## config.mk

```make
export PLATFORM = sky130hd
export DESIGN_NAME = touchpad_tap_drag_recognizer
export DESIGN_NICKNAME = d
export VERILOG_FILES = /design/src/hdl/ttd_pkg.sv /design/src/hdl/ttd_fsm.sv /design/src/hdl/touchpad_tap_drag_recognizer.sv
export SDC_FILE = /design/constraint.sdc
export NUM_CORES = 1
export LEC_CHECK = 0
export ABC_AREA = 1
export BUFFER_PORTS_ARGS = -buffer_cell sky130_fd_sc_hd__buf_2
export CAP_MARGIN = 20
export CORE_UTILIZATION = 50
export CTS_BUF_LIST = sky130_fd_sc_hd__clkbuf_4
export DETAILED_ROUTE_END_ITERATION = 16
export GPL_TIMING_DRIVEN = 0
export PLACE_DENSITY = 0.66
export RECOVER_POWER = 50
export SETUP_SLACK_MARGIN = 0.05
export SYNTH_ARGS = -nofsm -noshare
export SYNTH_HDL_FRONTEND = slang
export SYNTH_HIERARCHICAL = 1
export SYNTH_SLANG_ARGS = --single-unit
```

## constraint.sdc

```tcl
create_clock -name clk_i -period 6.3 [get_ports clk_i]
set_clock_uncertainty 0.05 [all_clocks]
set_input_delay 0.315 -clock clk_i [delete_from_list [all_inputs] [get_ports clk_i]]
set_output_delay 0.315 -clock clk_i [all_outputs]
set_load 0.01 [all_outputs]
```

## src/hdl/ttd_pkg.sv

```systemverilog
// Package for the touchpad tap/drag recognizer: payload and config types,
// gesture state codes, register indexes and small compare helpers.
// No dependencies.
`timescale 1ns / 1ps
`default_nettype none

package ttd_pkg;

  localparam int COORD_BITS = 16;
  localparam int TIME_BITS  = 32;
  localparam int LIMIT_BITS = 16;
  localparam int COUNT_BITS = 3;
  localparam int LAST_BITS  = 4;
  localparam int CFG_IDX_BITS  = 3;
  localparam int CFG_DATA_BITS = 16;

  // Previous finger count after reset: unknown, counts as fingers down
  localparam logic [LAST_BITS-1:0] COUNT_UNKNOWN = '1;
  localparam logic [COUNT_BITS-1:0] TWO_FINGERS = COUNT_BITS'(2);

  typedef struct packed {
    logic                  finger_present;
    logic [COUNT_BITS-1:0] finger_total;
    logic [COORD_BITS-1:0] pos_x;
    logic [COORD_BITS-1:0] pos_y;
    logic [TIME_BITS-1:0]  time_ms;
  } in_item_t;

  typedef struct packed {
    logic button_held;
    logic right_click_pulse;
    logic double_click_pulse;
  } out_item_t;

  typedef struct packed {
    logic [LIMIT_BITS-1:0] tap_limit_ms;
    logic [LIMIT_BITS-1:0] double_tap_window_ms;
    logic [LIMIT_BITS-1:0] drag_lock_window_ms;
    logic [LIMIT_BITS-1:0] release_grace_ms;
    logic [COORD_BITS-1:0] move_limit;
    logic [COORD_BITS-1:0] same_spot_limit;
    logic                  drag_lock_on;
  } cfg_t;

  typedef enum logic [CFG_IDX_BITS-1:0] {
    REG_TAP_LIMIT   = 3'd0,
    REG_DOUBLE_WIN  = 3'd1,
    REG_LOCK_WIN    = 3'd2,
    REG_DROP_GRACE  = 3'd3,
    REG_MOVE_LIMIT  = 3'd4,
    REG_SPOT_LIMIT  = 3'd5,
    REG_LOCK_ON     = 3'd6
  } cfg_reg_e;

  typedef enum logic [7:0] {
    MODE_IDLE      = 8'b0000_0001,
    MODE_TOUCH     = 8'b0000_0010,
    MODE_TOUCH2    = 8'b0000_0100,
    MODE_FIRST_TAP = 8'b0000_1000,
    MODE_SECOND    = 8'b0001_0000,
    MODE_DRAG      = 8'b0010_0000,
    MODE_DRAG_WAIT = 8'b0100_0000,
    MODE_DEAD      = 8'b1000_0000
  } mode_e;

  typedef enum logic [1:0] {
    EV_TOUCH   = 2'd0,
    EV_RELEASE = 2'd1,
    EV_MOTION  = 2'd2,
    EV_TIMEOUT = 2'd3
  } event_e;

  // Wrapping time difference compared against a 16-bit limit
  function automatic logic time_over(input logic [TIME_BITS-1:0] now,
                                     input logic [TIME_BITS-1:0] then,
                                     input logic [LIMIT_BITS-1:0] lim);
    logic [TIME_BITS-1:0] diff;
    diff = now - then;
    return diff > TIME_BITS'(lim);
  endfunction

  // Absolute coordinate distance within a limit
  function automatic logic near(input logic [COORD_BITS-1:0] a,
                                input logic [COORD_BITS-1:0] b,
                                input logic [COORD_BITS-1:0] lim);
    logic [COORD_BITS-1:0] diff;
    diff = (a > b) ? (a - b) : (b - a);
    return diff <= lim;
  endfunction

endpackage

`default_nettype wire

```

## src/hdl/ttd_fsm.sv

```systemverilog
// Gesture state machine: event derivation, gesture state and the stored
// touch/tap/lift records. Result is combinational; state moves on step_i.
// Depends on ttd_pkg.
`timescale 1ns / 1ps
`default_nettype none

module ttd_fsm import ttd_pkg::*; (
  input  wire logic      clk_i,
  input  wire logic      rst_ni,
  input  wire logic      step_i,
  input  wire in_item_t  item_i,
  input  wire cfg_t      cfg_i,
  output out_item_t      result_o
);

  mode_e                  mode_q, mode_d;
  logic [LAST_BITS-1:0]   last_q, last_d;
  logic [TIME_BITS-1:0]   touch_t_q, touch_t_d, tap_t_q, tap_t_d;
  logic [TIME_BITS-1:0]   second_t_q, second_t_d, lift_t_q, lift_t_d;
  logic [COORD_BITS-1:0]  touch_x_q, touch_x_d, touch_y_q, touch_y_d;
  logic [COORD_BITS-1:0]  tap_x_q, tap_x_d, tap_y_q, tap_y_d;
  logic [COORD_BITS-1:0]  second_x_q, second_x_d, second_y_q, second_y_d;
  logic                   lifted_q, lifted_d, btn_flag_q, btn_flag_d;

  logic                   present, had_fingers, multi;
  logic [COORD_BITS-1:0]  x, y;
  logic [TIME_BITS-1:0]   now;
  event_e                 ev;
  logic                   btn, rclick, dclick;
  logic                   touch_still, second_still, touch_late, second_late, lock_open;

  assign present     = item_i.finger_present;
  assign x           = item_i.pos_x;
  assign y           = item_i.pos_y;
  assign now         = item_i.time_ms;
  assign had_fingers = (last_q != '0);
  assign multi       = (item_i.finger_total >= TWO_FINGERS);

  // Event from the previous finger count
  always_comb begin
    if (present && !had_fingers) begin
      ev = EV_TOUCH;
    end else if (!present && had_fingers) begin
      ev = EV_RELEASE;
    end else if (present) begin
      ev = ({1'b0, item_i.finger_total} != last_q) ? EV_TOUCH : EV_MOTION;
    end else begin
      ev = EV_TIMEOUT;
    end
  end

  // Shared compares
  assign touch_still  = near(x, touch_x_q, cfg_i.move_limit) &&
                        near(y, touch_y_q, cfg_i.move_limit);
  assign second_still = near(x, second_x_q, cfg_i.move_limit) &&
                        near(y, second_y_q, cfg_i.move_limit);
  assign touch_late   = time_over(now, touch_t_q, cfg_i.tap_limit_ms);
  assign second_late  = time_over(now, second_t_q, cfg_i.tap_limit_ms);
  assign lock_open    = !time_over(now, lift_t_q, cfg_i.drag_lock_window_ms);

  // Next state and result
  always_comb begin
    mode_d     = mode_q;
    last_d     = present ? {1'b0, item_i.finger_total} : '0;
    touch_t_d  = touch_t_q;   touch_x_d  = touch_x_q;   touch_y_d  = touch_y_q;
    tap_t_d    = tap_t_q;     tap_x_d    = tap_x_q;     tap_y_d    = tap_y_q;
    second_t_d = second_t_q;  second_x_d = second_x_q;  second_y_d = second_y_q;
    lift_t_d   = lift_t_q;
    lifted_d   = lifted_q;
    btn_flag_d = btn_flag_q;
    btn        = 1'b0;
    rclick     = 1'b0;
    dclick     = 1'b0;

    unique case (mode_q)
      MODE_IDLE: begin
        if (ev == EV_TOUCH) begin
          touch_t_d = now; touch_x_d = x; touch_y_d = y;
          mode_d = multi ? MODE_TOUCH2 : MODE_TOUCH;
        end
      end
      MODE_TOUCH: begin
        if (ev == EV_RELEASE) begin
          if (!touch_late && touch_still) begin
            btn_flag_d = 1'b1;
            tap_t_d = now; tap_x_d = x; tap_y_d = y;
            mode_d = MODE_FIRST_TAP;
            btn = 1'b1;
          end else begin
            mode_d = MODE_IDLE;
          end
        end else if (ev == EV_MOTION) begin
          if (!touch_still) mode_d = MODE_DEAD;
        end else if (ev == EV_TIMEOUT) begin
          if (touch_late) mode_d = MODE_DEAD;
        end else if (multi) begin
          mode_d = MODE_TOUCH2;
        end
      end
      MODE_TOUCH2: begin
        if (ev == EV_RELEASE) begin
          rclick = !touch_late;
          mode_d = MODE_IDLE;
        end else if (ev == EV_TIMEOUT) begin
          if (touch_late) mode_d = MODE_DEAD;
        end
      end
      MODE_FIRST_TAP: begin
        if (ev == EV_TIMEOUT) begin
          if (btn_flag_q) begin
            btn_flag_d = 1'b0;
          end else if (time_over(now, tap_t_q, cfg_i.double_tap_window_ms)) begin
            mode_d = MODE_IDLE;
          end
        end else if (ev == EV_TOUCH) begin
          if (!time_over(now, tap_t_q, cfg_i.double_tap_window_ms)) begin
            btn_flag_d = 1'b0;
            second_t_d = now; second_x_d = x; second_y_d = y;
            mode_d = MODE_SECOND;
          end else begin
            touch_t_d = now; touch_x_d = x; touch_y_d = y;
            mode_d = MODE_TOUCH;
          end
        end
      end
      MODE_SECOND: begin
        if (ev == EV_RELEASE) begin
          dclick = !second_late && second_still &&
                   near(x, tap_x_q, cfg_i.same_spot_limit) &&
                   near(y, tap_y_q, cfg_i.same_spot_limit);
          mode_d = MODE_IDLE;
        end else if (ev == EV_MOTION) begin
          if (!second_still || second_late) begin
            btn_flag_d = 1'b1;
            lifted_d = 1'b0;
            mode_d = MODE_DRAG;
            btn = 1'b1;
          end
        end else if (ev == EV_TOUCH && multi) begin
          mode_d = MODE_TOUCH2;
        end
      end
      MODE_DRAG: begin
        btn = 1'b1;
        if (ev == EV_RELEASE) begin
          lift_t_d = now;
          lifted_d = 1'b1;
        end else if (ev == EV_TOUCH) begin
          lifted_d = 1'b0;
        end else if (ev == EV_TIMEOUT && lifted_q &&
                     time_over(now, lift_t_q, cfg_i.release_grace_ms)) begin
          if (cfg_i.drag_lock_on) begin
            mode_d = MODE_DRAG_WAIT;
          end else begin
            btn_flag_d = 1'b0;
            mode_d = MODE_IDLE;
            btn = 1'b0;
          end
        end
      end
      MODE_DRAG_WAIT: begin
        btn = 1'b1;
        if (ev == EV_TOUCH && lock_open) begin
          mode_d = MODE_DRAG;
        end else if ((ev == EV_TOUCH || ev == EV_TIMEOUT) && !lock_open) begin
          btn_flag_d = 1'b0;
          mode_d = MODE_IDLE;
          btn = 1'b0;
        end
      end
      MODE_DEAD: begin
        if (ev == EV_RELEASE) mode_d = MODE_IDLE;
      end
      default: begin
        mode_d = MODE_IDLE;
      end
    endcase
  end

  assign result_o = '{button_held: btn, right_click_pulse: rclick,
                      double_click_pulse: dclick};

  // State registers, updated once per transaction
  always_ff @(posedge clk_i or negedge rst_ni) begin
    if (!rst_ni) begin
      mode_q     <= MODE_IDLE;
      last_q     <= COUNT_UNKNOWN;
      touch_t_q  <= '0; touch_x_q  <= '0; touch_y_q  <= '0;
      tap_t_q    <= '0; tap_x_q    <= '0; tap_y_q    <= '0;
      second_t_q <= '0; second_x_q <= '0; second_y_q <= '0;
      lift_t_q   <= '0;
      lifted_q   <= 1'b0;
      btn_flag_q <= 1'b0;
    end else if (step_i) begin
      mode_q     <= mode_d;
      last_q     <= last_d;
      touch_t_q  <= touch_t_d;  touch_x_q  <= touch_x_d;  touch_y_q  <= touch_y_d;
      tap_t_q    <= tap_t_d;    tap_x_q    <= tap_x_d;    tap_y_q    <= tap_y_d;
      second_t_q <= second_t_d; second_x_q <= second_x_d; second_y_q <= second_y_d;
      lift_t_q   <= lift_t_d;
      lifted_q   <= lifted_d;
      btn_flag_q <= btn_flag_d;
    end
  end

endmodule

`default_nettype wire

```

## src/hdl/touchpad_tap_drag_recognizer.sv

```systemverilog
// Top level of the touchpad tap/drag recognizer: input register, config
// registers, gesture state machine and output register.
// Depends on ttd_pkg and ttd_fsm.
//
//   channel  | direction | handshake                 | payload
//   ---------+-----------+---------------------------+------------------------
//   in       | sink      | in_valid_i / in_stall_o   | in_item_i  (in_item_t)
//   out      | source    | out_valid_o / out_stall_i | out_item_o (out_item_t)
//   cfg      | sink      | cfg_valid_i / cfg_ready_o | cfg_index_i, cfg_data_i
//
// A result is valid after its input transaction passes the input register,
// then the output register; one report per cycle is sustained while the
// output is not stalled, with the gesture step combinational between the two
// registers. Reset clears both stages, the gesture state and loads the register
// defaults. A stalled output holds its result and backs up into the input
// register, which then stalls the input channel.
`timescale 1ns / 1ps
`default_nettype none

module touchpad_tap_drag_recognizer import ttd_pkg::*; (
  input  wire logic                     clk_i,
  input  wire logic                     rst_ni,
  input  wire logic                     in_valid_i,
  output logic                          in_stall_o,
  input  wire in_item_t                 in_item_i,
  output logic                          out_valid_o,
  input  wire logic                     out_stall_i,
  output out_item_t                     out_item_o,
  input  wire logic                     cfg_valid_i,
  output logic                          cfg_ready_o,
  input  wire logic [CFG_IDX_BITS-1:0]  cfg_index_i,
  input  wire logic [CFG_DATA_BITS-1:0] cfg_data_i
);

  logic      in_valid_q;
  in_item_t  in_item_q;
  logic      out_valid_q;
  out_item_t out_item_q;
  cfg_t      cfg_q;
  out_item_t step_result;
  logic      out_free, step;

  // Pipeline control
  assign out_free    = !out_valid_q || !out_stall_i;
  assign step        = in_valid_q && out_free;
  assign in_stall_o  = in_valid_q && !out_free;
  assign out_valid_o = out_valid_q;
  assign out_item_o  = out_item_q;
  assign cfg_ready_o = 1'b1;

  // Input register
  always_ff @(posedge clk_i or negedge rst_ni) begin
    if (!rst_ni) begin
      in_valid_q <= 1'b0;
    end else if (!in_stall_o) begin
      in_valid_q <= in_valid_i;
    end
  end

  always_ff @(posedge clk_i) begin
    if (in_valid_i && !in_stall_o) begin
      in_item_q <= in_item_i;
    end
  end

  // Output register
  always_ff @(posedge clk_i or negedge rst_ni) begin
    if (!rst_ni) begin
      out_valid_q <= 1'b0;
    end else if (out_free) begin
      out_valid_q <= in_valid_q;
    end
  end

  always_ff @(posedge clk_i) begin
    if (step) begin
      out_item_q <= step_result;
    end
  end

  // Configuration registers
  always_ff @(posedge clk_i or negedge rst_ni) begin
    if (!rst_ni) begin
      cfg_q.tap_limit_ms         <= LIMIT_BITS'(180);
      cfg_q.double_tap_window_ms <= LIMIT_BITS'(300);
      cfg_q.drag_lock_window_ms  <= LIMIT_BITS'(300);
      cfg_q.release_grace_ms     <= LIMIT_BITS'(100);
      cfg_q.move_limit           <= COORD_BITS'(50);
      cfg_q.same_spot_limit      <= COORD_BITS'(100);
      cfg_q.drag_lock_on         <= 1'b0;
    end else if (cfg_valid_i && cfg_ready_o) begin
      unique case (cfg_index_i)
        REG_TAP_LIMIT:  cfg_q.tap_limit_ms         <= cfg_data_i[LIMIT_BITS-1:0];
        REG_DOUBLE_WIN: cfg_q.double_tap_window_ms <= cfg_data_i[LIMIT_BITS-1:0];
        REG_LOCK_WIN:   cfg_q.drag_lock_window_ms  <= cfg_data_i[LIMIT_BITS-1:0];
        REG_DROP_GRACE: cfg_q.release_grace_ms     <= cfg_data_i[LIMIT_BITS-1:0];
        REG_MOVE_LIMIT: cfg_q.move_limit           <= cfg_data_i[COORD_BITS-1:0];
        REG_SPOT_LIMIT: cfg_q.same_spot_limit      <= cfg_data_i[COORD_BITS-1:0];
        REG_LOCK_ON:    cfg_q.drag_lock_on         <= cfg_data_i[0];
        default: begin
        end
      endcase
    end
  end

  // Gesture step
  ttd_fsm u_fsm (
    .clk_i    (clk_i),
    .rst_ni   (rst_ni),
    .step_i   (step),
    .item_i   (in_item_q),
    .cfg_i    (cfg_q),
    .result_o (step_result)
  );

endmodule

`default_nettype wire

```

# After elaboration in Yosys (flattened, before gate mapping)
# Cells that the tools add are included.
word_totals:
  word_cells: 250
  input_bits: 92
  reg_bits: 408
classes:
  addsub: 16
  eq_ne: 45
  n_reduce_logical: 51
  bitwise_logic: 2
  order_cmp: 18
  n_mux: 87
op_table:
  columns: ["operator", "n"]
  rows:
  - ["$mux W16", 14]
  - ["$sub A16 B16 Y16", 12]
  - ["$mux W8", 23]
  - ["$gt A32 B16 Y1", 5]
  - ["$mux W32", 4]
  - ["$sub A32 B32 Y32", 4]
  - ["$gt A16 B16 Y1", 6]
  - ["$le A16 B16 Y1", 6]
  - ["$pmux W16 S2", 2]
  - ["$pmux W32 S2", 1]
  - ["$pmux W8 S8", 1]
  - ["$mux W1", 30]
  - ["$reduce_and A15 Y1", 2]
  - ["$ne A2 B1 Y1 const B", 10]
  - ["$reduce_and A2 Y1", 9]
  - ["$logic_and A1 B1 Y1", 16]
  - ["$ne A2 B2 Y1 const B", 6]
  - ["$ne A3 B1 Y1 const B", 4]
  - ["$reduce_and A6 Y1", 2]
  - ["$logic_not A1 Y1", 10]
  - ["$eq A3 B3 Y1 const B", 3]
  - ["$eq A8 B1 Y1 const B", 1]
  - ["$eq A8 B2 Y1 const B", 1]
  - ["$eq A8 B3 Y1 const B", 1]
  - ["other kinds (35)", 46]

# Longest topological paths before layout
# Gate-level depths: netlist of the first run.
depth:
  word_depth: 12
  ltp_mapped: 35
  mapped_depth_nobuf: 34

# By module
# Netlist of the first run, hierarchy kept.
modules_own_cells:
  columns: ["module", "instances", "cells_per_inst", "area_each_um2", "seq_area_each_um2"]
  rows:
  - ["ttd_fsm", 1, 5179, 32600.0, 5962.0]
  - ["touchpad_tap_drag_recognizer", 1, 516, 6087.1, 4635.7]

# Worst setup path after synthesis of the first run
# Ideal clock, no wire load.
synth_timing:
  path_kind: "flip-flop to flip-flop"
  start: "reg in_item_q[32] (netlist name)"
  end: "reg u_fsm.tap_x_q[1]"
  path_stages_with_launch: 31
  setup_time_ns: 0.129
  path_buffers: 4
  t_required_ns: 6.121
  arrival_time_ns: 4.446
  path_slack_ns: 1.675
  cell_sequence: "edfxtp_1 inv_1 ha_1 inv_1 fa_1 nand3_1 nand2_1 a21boi_0 o21ai_0 a21oi_1 o21ai_0 nand2_1 buf_2 buf_2 mux2_2 ha_1 a21oi_1 o21a_1 nor2_1 o21ai_0 o211ai_1 nand2_1 nand2_1 inv_1 nand3_2 nor3_2 nand2_1 buf_6 buf_6 nand2_1 o21ai_2"
synth_between:
  elab_chain_len: 6
  elab_cells_between_ends: 8
  classes_between: "2 x add/sub; 2 x order compare; 1 x mux; 3 x reduce/logical"
synth_rtl:
  columns: ["item", "line", "text"]
  rows:
  - ["start, declared", "touchpad_tap_drag_recognizer.sv:36", "in_item_t in_item_q;"]
  - ["start signal, assigned", "touchpad_tap_drag_recognizer.sv:62", "in_item_q <= in_item_i;"]
  - ["$sub A16 B16 Y16 / $gt A16 B16 Y1 (equally long branches)", "ttd_pkg.sv:87", "diff = (a > b) ? (a - b) : (b - a);"]
  - ["$mux W16 *", "ttd_pkg.sv:87", null]
  - ["$le A16 B16 Y1 *", "ttd_pkg.sv:88", "return diff <= lim;"]
  - ["$logic_and A1 B1 Y1 *", "ttd_fsm.sv:53", "assign touch_still = near(x, touch_x_q, cfg_i.move_limit) &&"]
  - ["$logic_and A1 B1 Y1 *", "ttd_fsm.sv:84", "if (!touch_late && touch_still) begin"]
  - ["$reduce_and A4 Y1 (no source line) *", null, null]
  - ["end signal, assigned", "ttd_fsm.sv:198", "tap_t_q <= tap_t_d; tap_x_q <= tap_x_d; tap_y_q <= tap_y_d;"]
  - ["end, declared", "ttd_fsm.sv:21", "logic [COORD_BITS-1:0] tap_x_q, tap_x_d, tap_y_q, tap_y_d;"]
# Mark *: on every way between the ends. The rest lies on a longest branch, timed or not.
# A chain may end at the register's enable or synchronous reset.

# Final worst setup path of the first run
layout_timing:
  start: "reg in_item_q[51] (netlist name)"
  end: "reg u_fsm.tap_y_q[5]"
layout_between:
  elab_chain_len: 6
  elab_cells_between_ends: 8
  classes_between: "2 x add/sub; 2 x order compare; 1 x mux; 3 x reduce/logical"
layout_rtl:
  columns: ["item", "line"]
  rows:
  - ["$sub A16 B16 Y16 / $gt A16 B16 Y1 (equally long branches)", "ttd_pkg.sv:87"]
  - ["$mux W16 *", "ttd_pkg.sv:87"]
  - ["$le A16 B16 Y1 *", "ttd_pkg.sv:88"]
  - ["$logic_and A1 B1 Y1 *", "ttd_fsm.sv:53"]
  - ["$logic_and A1 B1 Y1 *", "ttd_fsm.sv:84"]
  - ["$reduce_and A4 Y1 (no source line) *", null]
  - ["end signal, assigned", "ttd_fsm.sv:198"]
  - ["end, declared", "ttd_fsm.sv:21"]
# Marks and branches as above.

==> results_dict.tcl, run 1 <==
set metrics [dict create \
    die_w_um 280 \
    power_frac_seq 0.272 \
    power.leakage_nw 23.1 \
    synth.avg_cell_area_um2 6.79 \
    detail_route.vias_per_cell 5.32 \
    ys_warn_count 6 \
    yosysTopAreaCell "dfrtp_1" \
    numCtsBuffers 115 \
    drc_errors 0 \
    synth_edf_count 71 \
    r2r-end "u_fsm/tap_y_q[5]" \
    violations "max-capacitance violations, max-slew violations" \
    drt_iter0_drc 3104 \
    dpl.hpwl_mm 105 \
    netlist.area_leader.share 0.201 \
    rr_worst_depth 32 \
    ys_dominant_reg_cell "dfrtp_1" \
    max_stage_delay_ns 0.50 \
    maxCapViolCount 4 \
    synthArstFlopShare 0.826 \
    slew_headroom -1.96 \
    crit_required_ns 7.02 \
    clk_pin_slew_ns 0.07 \
    nFillCells 7648 \
    num_vias 38400 \
    worstReg2RegStart "in_item_q[51]" \
    h-tree-depth 3 \
    rsz0062_at_grt "no" \
    whs_ns 0.0739 \
    ant_nets 0 \
    p_int_mw 6.68 \
    dr.pass1.iters 6 \
    fmax_ghz 0.169 \
    grt_pass1_vias 36900 \
    cts_tree "done" \
    p_sw_frac 0.464 \
    io_buffer_count 96 \
    yosysSeqAreaShare 0.274 \
    core_um2 76200 \
    initial_core_util 0.508 \
    ios 98 \
    yosysMostFrequentCell "nand2_1" \
    syn_nets 6289 \
    clock_latency_ns 0.95 \
    critPathLaunchType "flip-flop" \
    grt_max_degree 117 \
    crit_fanout 10 \
    period_needed_ns 5.91 \
    crit_type "flip-flop to flip-flop" \
    outcome "complete, but fails checks" \
    worst_slew_pin_slew_ns 4.43 \
    grt_overflow 0 \
    hold_viol 0 \
    clock_power_share 0.203 \
    setup_viol 0 \
    drt_wl_total_mm 132 \
    syn_area_um2 38700 \
    grt_pass1_wl_mm 202 \
    antenna_found_initial 1 \
    clockBufferDepth 3 \
    hold_class "input port to flip-flop" \
    grt_usage 0.334 \
    area_growth_pct 13.0 \
    vdd_ir_drop_max_uv 172 \
    p_total_mw 12.5 \
    finalCritPeriodShare 0.938 \
    cp_slowest_cell "edfxtp_1" \
    power_density_nw_per_um2 285 \
    die_area_um2 78500 \
    combPwrFrac 0.524 \
    worstSetupEndpointType "flip-flop" \
    synthTopCellsByArea "dfrtp_1 (20%), nand2_1 (17%), ha_1 (16%)" \
    clock_sinks 408 \
    row_count 101 \
    critPathArrivalTime_ns 6.63 \
    ys_ff_latch 408 \
    num-nets-final 6674 \
    r2r_slack_ns 0.39 \
    post_cts_buffers 0 \
    yosysUniqueCellTypes 60 \
    fin_area_um2 43700 \
    critPathLaunch "in_item_q[51]" \
    crit_end "u_fsm/tap_y_q[5]" \
    yosys-top-cells-count "nand2_1 (1733), inv_1 (1034), ha_1 (486)" \
    finalMaxSlewViolations 256 \
    cpMostUsedCell "nand2_1" \
    synth_cells 5695 \
    place.gp.congestion 1.02 \
    cts_root_buffer "clkbuf_4" \
    routedWlPerCell_um 18.3 \
    p_switching_mw 5.78 \
    fp.dieH_um 280 \
    place_area_um2 40600 \
    drive_above_1_share 0.0774 \
]
-- power by group through the flow --
stage | combinational (mW) | sequential (mW) | clock, mW
after floorplan | 4.55 | 3.31 | 0
after global placement | 6.19 | 3.43 | 0
after detailed placement | 6.29 | 3.43 | 0
after CTS | 6.42 | 3.39 | 2.59
after global routing | 7.35 | 3.43 | 2.74
final | 6.53 | 3.39 | 2.53
-- timing repair --
action / CTS / global route
hold buffers: 167 / 0
hold endpoints to repair: 422 / 0
setup endpoints to repair: 64 / 119
gates resized for setup: 1 / 12
-- sequential cells by signal, indices dropped and copies added, names as in the netlist --
| name | cells |
|---|---|
| u_fsm/touch_y_q | 16 |
| out_valid_o | 1 |
| u_fsm/second_t_q | 32 |
| u_fsm/touch_t_q | 32 |
| u_fsm/btn_flag_q | 1 |
| u_fsm/touch_x_q | 16 |
| in_item_q | 68 |
| u_fsm/lift_t_q | 32 |
| u_fsm/tap_x_q | 16 |
| u_fsm/second_y_q | 16 |
| u_fsm/last_q | 4 |
| cfg_q | 97 |
| u_fsm/second_x_q | 16 |
| out_item_o | 3 |
| u_fsm/lifted_q | 1 |
| u_fsm/tap_t_q | 32 |
| in_valid_q | 1 |
| u_fsm/tap_y_q | 16 |
| u_fsm/mode_q | 8 |
-- how the worst min path moves through the flow --
| stage | start | to | cells after the start |
|---|---|---|---|
| CTS | in_item_i[18] | in_item_q[18] | 2 |
| global route | in_item_i[18] | in_item_q[18] | 2 |
| global placement | cfg_q[54] | cfg_q[54] | 2 |
| finish | in_item_i[18] | in_item_q[18] | 2 |
| detailed placement | rst_ni | u_fsm/second_x_q[13] | 1 |
| floorplan | rst_ni | cfg_q[0] | 0 |
-- routing by layer --
metal,routed length [um],GRT usage,vias up
met3,7330,0.0411,323
met5,0,0,-
met1,54900,0.409,17700
li1,-,-,19100
met2,61700,0.567,1276
met4,8010,0.191,0
-- metrics by stage --
step            util  setup WS [ns]  TNS [ns]  std cells
6_report       0.574          0.389         0       7210
5_1_grt        0.574         0.0609         0       7209
4_1_cts        0.575          0.149         0       7207
3_5_place_dp   0.533        -0.0369    -0.699       6826
3_3_place_gp   0.531          -1.98   -600.78       6821
2_1_floorplan      -           1.67         0       5695
-- placed cells by master (no fill, tap or decap), drive strengths merged, types with 166 or more instances in the layout --
master       Yosys  routed
nand2         1742    1742
clkbuf          36     216
ha             486     486
nor2           369     369
nand3          296     296
inv           1041    1044
dfrtp          311     311
o21ai          409     409
dlygate4sd3      0     166
a21oi          354     354
-- area by class of cell --
cell class	instances	area (um2)	area share
multi-input combinational	4149	23600	0.541
sequential	408	10600	0.242
inverter	1041	3910	0.0894
timing repair buffer	269	2210	0.0506
tap	1030	1290	0.0295
clock buffer	166	1250	0.0285
buffer	96	551	0.0126
clock inverter	48	258	0.00590
antenna	3	7.51	0.000172
-- kinds of logic (layout without fill, tap and decap cells) --
group | count (synthesis) | in the layout | share of synthesized area
multiplexers | 27 | 27 | 0.00741
AND/OR/NAND/NOR | 2552 | 2552 | 0.268
flip-flops | 408 | 408 | 0.274
XOR/XNOR | 159 | 159 | 0.0360
buffers and inverters | 1138 | 1620 | 0.116
AO/OA/AOI/OAI | 908 | 908 | 0.134
adder cells (fa/ha/maj) | 502 | 502 | 0.165
other | 1 | 4 | 0.0000969
-- worst max-delay path: cells and delay by family, from the launching register on --
kind / cells / cell delay [ns]
adder cells (fa/ha/maj): 2 / 0.57
AND/OR/NAND/NOR: 12 / 1.50
flip-flops: 1 / 0.50
buffers and inverters: 10 / 1.74
AO/OA/AOI/OAI: 7 / 1.18
XOR/XNOR: 1 / 0.18
Power figures use the tool's default switching activity.
==> run 2, diff against run 1 <==
Clock period 6.3 ns to 6.52 ns, I/O delays scaled along.
==> results_dict.tcl, run 2 (synthesis gave the netlist of run 1 again) <==
set metrics [dict create \
    outcome "complete, but fails checks" \
    violations "max-capacitance violations, max-slew violations" \
    post_cts_buffers 0 \
    max_stage_delay_ns 0.50 \
    clk_pin_slew_ns 0.07 \
    drt_iter0_drc 3018 \
    grt_max_degree 117 \
    mostFrequentLayoutCell "nand2_1" \
    crit_required_ns 7.22 \
    die_w_um 280 \
    p_int_mw 6.44 \
    rr_worst_depth 33 \
    p_total_mw 12.0 \
    grt_pass1_wl_mm 202 \
    power.leakage_nw 23.1 \
    worst_slew_pin_slew_ns 4.41 \
    fin_setup_tns_ns 0 \
    place.gp.congestion 1.02 \
    critPathArrivalTime_ns 6.92 \
    cpMostUsedCell "nand2_1" \
    io_buffer_count 96 \
    fp.dieH_um 280 \
    critPathLaunch "in_item_q[48]" \
    p_switching_mw 5.58 \
    vdd_ir_drop_max_uv 151 \
    power_frac_seq 0.273 \
    rsz0062_at_grt "no" \
    grt_pass1_vias 36900 \
    r2r-end "u_fsm/tap_t_q[13]" \
    final_cell_mix "nand2_1 (1736), inv_1 (1035), ha_1 (486)" \
    r2r_slack_ns 0.30 \
    p_sw_frac 0.464 \
    period_needed_ns 6.22 \
    ant_nets 0 \
    crit_end "u_fsm/tap_t_q[13]" \
    hold_class "input port to flip-flop" \
    h-tree-depth 3 \
    num-nets-final 6675 \
    detail_route.vias_per_cell 5.31 \
    fin_util 0.573 \
    regMostFlops "cfg_q" \
    clock_power_share 0.204 \
    cts_tree "done" \
    num_vias 38300 \
    grt_usage 0.334 \
    dr.pass1.iters 6 \
    worstReg2RegStart "in_item_q[48]" \
    numCtsBuffers 115 \
    die_area_um2 78500 \
    largest_register_ffs 97 \
    crit_fanout 10 \
    initial_core_util 0.508 \
    reg_top3 "cfg_q x97, in_item_q x68" \
    fmax_ghz 0.161 \
    crit_type "flip-flop to flip-flop" \
    antenna_found_initial 1 \
    routedWlPerCell_um 18.3 \
    hold_viol 0 \
    slew_headroom -1.94 \
    area_growth_pct 12.9 \
    finalCritPeriodShare 0.955 \
    clock_latency_ns 0.95 \
    combPwrFrac 0.523 \
    grt_overflow 0 \
    row_count 101 \
    cp_slowest_cell "edfxtp_1" \
    cts_root_buffer "clkbuf_4" \
    drive_above_1_share 0.0762 \
    finalMaxSlewViolations 256 \
    core_um2 76200 \
    ios 98 \
    maxCapViolCount 4 \
    clock_sinks 408 \
    drt_wl_total_mm 132 \
    setup_viol 0 \
    clockBufferDepth 3 \
    worstSetupEndpointType "flip-flop" \
    power_density_nw_per_um2 275 \
    dpl.hpwl_mm 105 \
    drc_errors 0 \
    critPathLaunchType "flip-flop" \
]
## run 2: power groups by stage
stage	logic, mW	registers [mW]	clock network [mW]
after CTS	6.20	3.27	2.51
after global routing	7.08	3.32	2.65
after global placement	5.98	3.31	0
final	6.29	3.28	2.45
after detailed placement	6.08	3.31	0
after floorplan	4.40	3.20	0
## run 2: worst min-delay path by stage
stage	startpoint	to	slack [ns]	depth (start not counted)
2_1_floorplan	rst_ni	cfg_q[0]	-0.02	0
4_1_cts	in_item_i[18]	in_item_q[18]	0.01	2
6_report	in_item_i[18]	in_item_q[18]	0.08	2
3_3_place_gp	cfg_q[54]	cfg_q[54]	0.40	2
5_1_grt	in_item_i[18]	in_item_q[18]	0.02	2
3_5_place_dp	rst_ni	u_fsm/second_x_q[13]	0.17	1
## run 2: per-layer routing
metal  share of wire  global-route usage
met2            0.47               0.566
met5               0                   0
met3           0.056              0.0411
met4           0.061               0.193
met1            0.42               0.409
## run 2: layout make-up
type / count / area (um2)
tap: 1030 / 1290
buffer: 97 / 554
clock inverter: 48 / 258
sequential: 408 / 10600
fill: 7648 / 32500
timing repair buffer: 269 / 2210
antenna: 2 / 5.00
clock buffer: 166 / 1250
inverter: 1041 / 3910
multi-input combinational: 4149 / 23600
## run 2: timing repair
action,in CTS,in global routing
hold buffers,167,0
endpoints found under the hold margin,416,0
resized for setup,0,5
endpoints found under the setup margin,0,73
## run 2: through the flow
step                setup slack (ns)  hold WS (ns)  cells  cell area (um2)
finish                         0.296        0.0840   7210            43700
global route                  0.0534        0.0189   7210            43700
CTS                           0.0742        0.0132   7207            43800
detailed placement             0.183         0.165   6826            40600
global placement               -1.77         0.399   6821            40500
floorplan                       1.89       -0.0196   5695            38700
## run 2: worst max-delay path: cells and delay by family, from the launching register on
family | cells | cell delay [ns]
simple gates | 13 | 1.55
buf+inv | 10 | 1.63
flops | 1 | 0.50
fa+ha+maj | 3 | 0.87
xor+xnor | 1 | 0.18
compound gates | 6 | 1.22
